### config.mk
export PLATFORM = sky130hd
export DESIGN_NAME = sbph_ram
export DESIGN_NICKNAME = d
export VERILOG_FILES = /design/src/sv/sbph_ram.sv
export SDC_FILE = /design/constraint.sdc
export NUM_CORES = 2
export LEC_CHECK = 0
export ABC_CLOCK_PERIOD_IN_PS = 3200
export BUFFER_PORTS_ARGS = -buffer_cell sky130_fd_sc_hd__buf_2
export CORE_UTILIZATION = 50
export CTS_CLUSTER_SIZE = 24
export DETAILED_ROUTE_END_ITERATION = 7
export GPL_ROUTABILITY_DRIVEN = 0
export PLACE_DENSITY_LB_ADDON = 0.3
export SYNTH_ARGS = -nofsm -noshare
export SYNTH_HDL_FRONTEND = slang
export SYNTH_SLANG_ARGS = --single-unit
### constraint.sdc
create_clock -name clk_i -period 3.2 [get_ports clk_i]
set_input_delay 0.16 -clock clk_i [delete_from_list [all_inputs] [get_ports clk_i]]
set_output_delay 0.16 -clock clk_i [all_outputs]
set_load 0.005 [all_outputs]
### src/sv/sbph_ram.sv
// ----------------------------------------------------------------------------
// sbph_ram
// Generic single-clock RAM with one write port and one registered read port.
// A read of the address written in the same cycle returns the old data.
// ----------------------------------------------------------------------------
module sbph_ram #(
  parameter int unsigned Width = 8,
  parameter int unsigned Depth = 256
) (
  input  logic                                     clk_i,
  input  logic                                     we_i,
  input  logic [((Depth > 1) ? $clog2(Depth) : 1)-1:0] waddr_i,
  input  logic [Width-1:0]                         wdata_i,
  input  logic [((Depth > 1) ? $clog2(Depth) : 1)-1:0] raddr_i,
  output logic [Width-1:0]                         rdata_o
);

  logic [Width-1:0] mem_q [Depth];
  logic [Width-1:0] rdata_q;

  always_ff @(posedge clk_i) begin
    rdata_q <= mem_q[raddr_i];
    if (we_i) begin
      mem_q[waddr_i] <= wdata_i;
    end
  end

  assign rdata_o = rdata_q;

endmodule
; ---- Word level (Yosys, flattened, before mapping)
; Memories as Yosys holds them, arrays and structs flattened. A register that Yosys moved wholly into a read port is not among the register bits.
; Index checks and enable logic that the tools add are counted.
[word_totals]
elab_cells = 3
romBits = 0
reg_bits = 0
mem_count = 1
latchBits = 0
in_bits = 26
ram_bits = 2048
out_inout_bits = 8
[op_classes]
shift = 0
bitwise_logic = 0
eq_ne = 0
magnitude_cmp = 0
addsub = 0
reduce_logical = 0
multipliers = 0
n_mux = 2
n_div = 0
[memory_table]
columns = memory, words, width, read_ports, rd_clocked_by_memory_dff, wr, line_no
row1 = mem_q, 256, 8, 1, 1, 1, 18  ; logic [Width-1:0] mem_q [Depth];
[ops]
columns = operator, n
row1 = $mux W1, 2

; ---- Logic depth before layout (Yosys ltp)
[logic_depth]
word_depth = 2
mapped_depth = 11
depth_no_buf = 6

; ---- Least setup slack after synthesis
; OpenSTA, ideal clock, no wires.
[synth_timing]
path_type = input port to flip-flop
startpoint = input raddr_i[0] (netlist name)
endpoint = register rdata_q[2] (netlist: rdata_o[2]) (read register of mem_q)
t_arrival_ps = 1967
path_stages = 9
required_time_ps = 3069
slack_ps = 1102
cell_sequence = buf_6 -> buf_12 -> buf_8 -> buf_2 -> mux4_2 -> a22oi_1 -> a21oi_1 -> nor4_1 -> nor4_2
[synth_rtl]
columns = element, line_no
row1 = "start, declared", 14  ; input logic [((Depth > 1) ? $clog2(Depth) : 1)-1:0] raddr_i,
row2 = "end, declared", 19  ; logic [Width-1:0] rdata_q;

==> reports/results.tsv <==
stage	metric	value	unit
clocking	Post-CTS Setup Bufs	0	
clocking	post-cts sizing count	0	
detailed_routing	DR vias/cell	6.26	
sta	Slew HR	0.0431	
sta	RSZ-0062 raised after global routing	no	
layout	Final Instance Count excl. Fillers	6406	
layout	fin nets	4193	
sta	f_max	328	MHz
status	outcome	complete, no violations	
die	Placement Rows	146	
grt	Overflow after GRT	0	
power_and_ir_drop	Power Total	56.0	mW
detailed_routing	remaining routing DRC violations	0	
synthesis	cells after synthesis	3733	
clocking	htree depth	4	
grt	initial antenna violation count	7	
die	Boundary Pins	34	
detailed_routing	Iteration-0 DRC Markers	5209	
synthesis	Synth cell types	55	
worst_setup_path	Worst setup SP type	register	
worst_setup_path	Worst setup EP type	register	
worst_setup_path	kind of critical path	register to register	
placement	Port Buffer Count	33	
grt	GRT Resource Usage Total	0.244	
flow_run	max capacitance violation total	0	
clocking	hold_buf cts	11	
synthesis	Async SR Flop Fraction	0	
grt	first-pass GRT wire length	283000	um
clocking	clk buf depth	3	
detailed_routing	Final ANT Viol Nets	0	
die	Initial Utilization	0.503	
synthesis	#FFs+latches synth	2056	
grt	largest net degree at the start of global routing	152	
clocking	clk_lat worst skew	0.85	ns
synthesis	Primary FF master, synth	edfxtp_1	
placement	Placed Instance Area	84700	um^2
die	full die area	161000	um^2
power_and_ir_drop	VDD IR max	0.496	mV
die	chip width	401	um
detailed_routing	WL per Instance	30.5	um
clocking	clk slew on worst S/H paths	0.06	ns
die	Core ar.	158000	um^2
die	die height	401	um
worst_setup_path	CP required	3.86	ns
sta	final hold violation count	0	
sta	Slew @ Worst Pin	1.42	ns
synthesis	EDFF count, synth	2048	
worst_hold_path	Hold Path Class	input pin to register	
sta	clock skew	0.0438	ns
synthesis	Seq/Total Area, Yosys	0.775	
detailed_routing	routed via count	40100	
detailed_routing	Routed WL	195000	um
detailed_routing	Pre-antenna DRT Iters	5	
layout	Design Area, Final	91400	um^2
synthesis	Avg Cell Area, Syn	21.3	um^2
worst_setup_path	worst-path fanout max	1	
layout	Fillers	11500	
sta	hold_ws	0.0469	ns
worst_setup_path	critical path arrival	3.70	ns
clocking	CTS tree	built	
layout	P&R area growth vs syn	14.9	%
power_and_ir_drop	power density over the cells	613	nW/um^2
clocking	clk sink count	2056	
layout	commonest cells after routing, fill and taps aside	edfxtp_1, mux4_2, buf_4, nor2_1, clkbuf_16	
layout	fin util	0.578	
sta	Final setup viols	0	
placement	Inst Count DP	6026	
sta	Final min period	3.05	ns
synthesis	Post-Syn Area	79600	um^2
worst_setup_path	Worst R2R Setup Slack	0.15	ns
clocking	number of CTS-inserted buffers	200	
power_and_ir_drop	Leak	29.0	nW
synthesis	Mapped Nets	3759	
grt	vias in the first global route	40500	
layout	commonest non-fill, non-tap cell in the layout	edfxtp_1	
sta	Tcrit/Tclk final	0.952	
placement	hpwl dp	122000	um
clocking	root buffer cell	clkbuf_16	
layout	fraction of layout cells with a size suffix above 1	0.277	
synthesis	YS warnings	0	
sta	fin. max-slew vios	0	
==> power by group <==
| part | internal (mW) | total (mW) | switching [mW] |
|---|---|---|---|
| combinational | 1.06 | 2.86 | 1.80 |
| clock | 13.2 | 23.4 | 10.2 |
| sequential | 29.7 | 29.7 | 0.0488 |
==> kinds of logic (layout without fill, tap and decap cells) <==
| kind of cell | after synthesis | in the layout | synth area share |
|---|---|---|---|
| flip-flops | 2056 | 2056 | 0.775 |
| buffers and inverters | 235 | 835 | 0.0183 |
| multiplexers | 591 | 591 | 0.146 |
| AO/OA/AOI/OAI | 385 | 385 | 0.0342 |
| other | 0 | 1 | 0 |
| AND/OR/NAND/NOR | 466 | 466 | 0.0263 |
==> final cells by class <==
class / count / area [um^2] / area share
Sequential cell: 2056 / 61700 / 0.675
Multi-Input combinational cell: 1442 / 16500 / 0.180
Antenna cell: 1 / 2.50 / 0.0000274
Timing Repair Buffer: 465 / 4080 / 0.0447
Clock buffer: 237 / 5140 / 0.0563
Tap cell: 2072 / 2590 / 0.0284
Inverter: 2 / 7.51 / 0.0000821
Clock inverter: 131 / 1400 / 0.0153
==> path summary, 6_finish.rpt <==
| path | startpoint | end | cells past startpoint |
|---|---|---|---|
| max reg2reg | mem_q[211][3] | rdata_o[3] | 6 |
| max | mem_q[211][3] | rdata_o[3] | 6 |
| min | wdata_i[3] | mem_q[142][3] | 1 |
| min reg2reg | mem_q[6][6] | rdata_o[6] | 7 |
==> critical path, cell delays in order (launching register included) <==
cell and delay [ns]:
edfxtp_1 0.37, mux4_2 0.48, a22o_1 0.29, a221oi_1 0.48, o32ai_1 0.21, nor3_1 0.77, nor4_1 0.25
==> synth_stat cells, types with 3 or more instances <==
cell | instances | area, um^2
edfxtp_1 | 2048 | 61500
mux4_2 | 454 | 10200
nor2_1 | 282 | 1060
mux2i_1 | 134 | 1340
a22oi_1 | 133 | 998
clkbuf_1 | 111 | 417
a21oi_1 | 96 | 480
o221ai_1 | 46 | 403
nand3_1 | 34 | 170
nand2_1 | 33 | 124
buf_2 | 31 | 155
nor2b_1 | 31 | 194
o22ai_1 | 28 | 175
buf_4 | 27 | 203
nor4_1 | 24 | 150
buf_1 | 22 | 82.6
nor3_1 | 22 | 110
buf_6 | 21 | 236
a211oi_1 | 16 | 120
a221oi_1 | 13 | 114
buf_8 | 13 | 195
nand4_1 | 10 | 62.6
o211ai_1 | 10 | 75.1
o21ai_0 | 10 | 50.1
a22o_1 | 8 | 70.1
buf_12 | 8 | 160
dfxtp_1 | 8 | 160
nand2b_1 | 8 | 50.1
and2_1 | 6 | 37.5
o22a_1 | 5 | 43.8
o32ai_1 | 4 | 35.0
or2_2 | 4 | 25.0
nor4_2 | 3 | 37.5
==> layer usage <==
metal,track usage,up-vias,routed length [um]
li1,-,16600,-
met1,0.353,21200,78600
met2,0.385,1974,94200
met3,0.0437,319,17300
met4,0.0691,14,5090
met5,0,-,107
==> through the flow <==
step	TNS [ns]	setup slack [ns]
6_report	0	0.155
5_1_grt	0	0.181
4_1_cts	0	0.250
3_5_place_dp	-1.45	-0.586
3_3_place_gp	-1.94	-0.543
2_1_floorplan	0	1.10
==> sequential cells by signal, summed over array words and instances (netlist names) <==
| register | flops |
|---|---|
| mem_q | 2048 |
| rdata_o | 8 |
(Power assumes the default switching activity.)
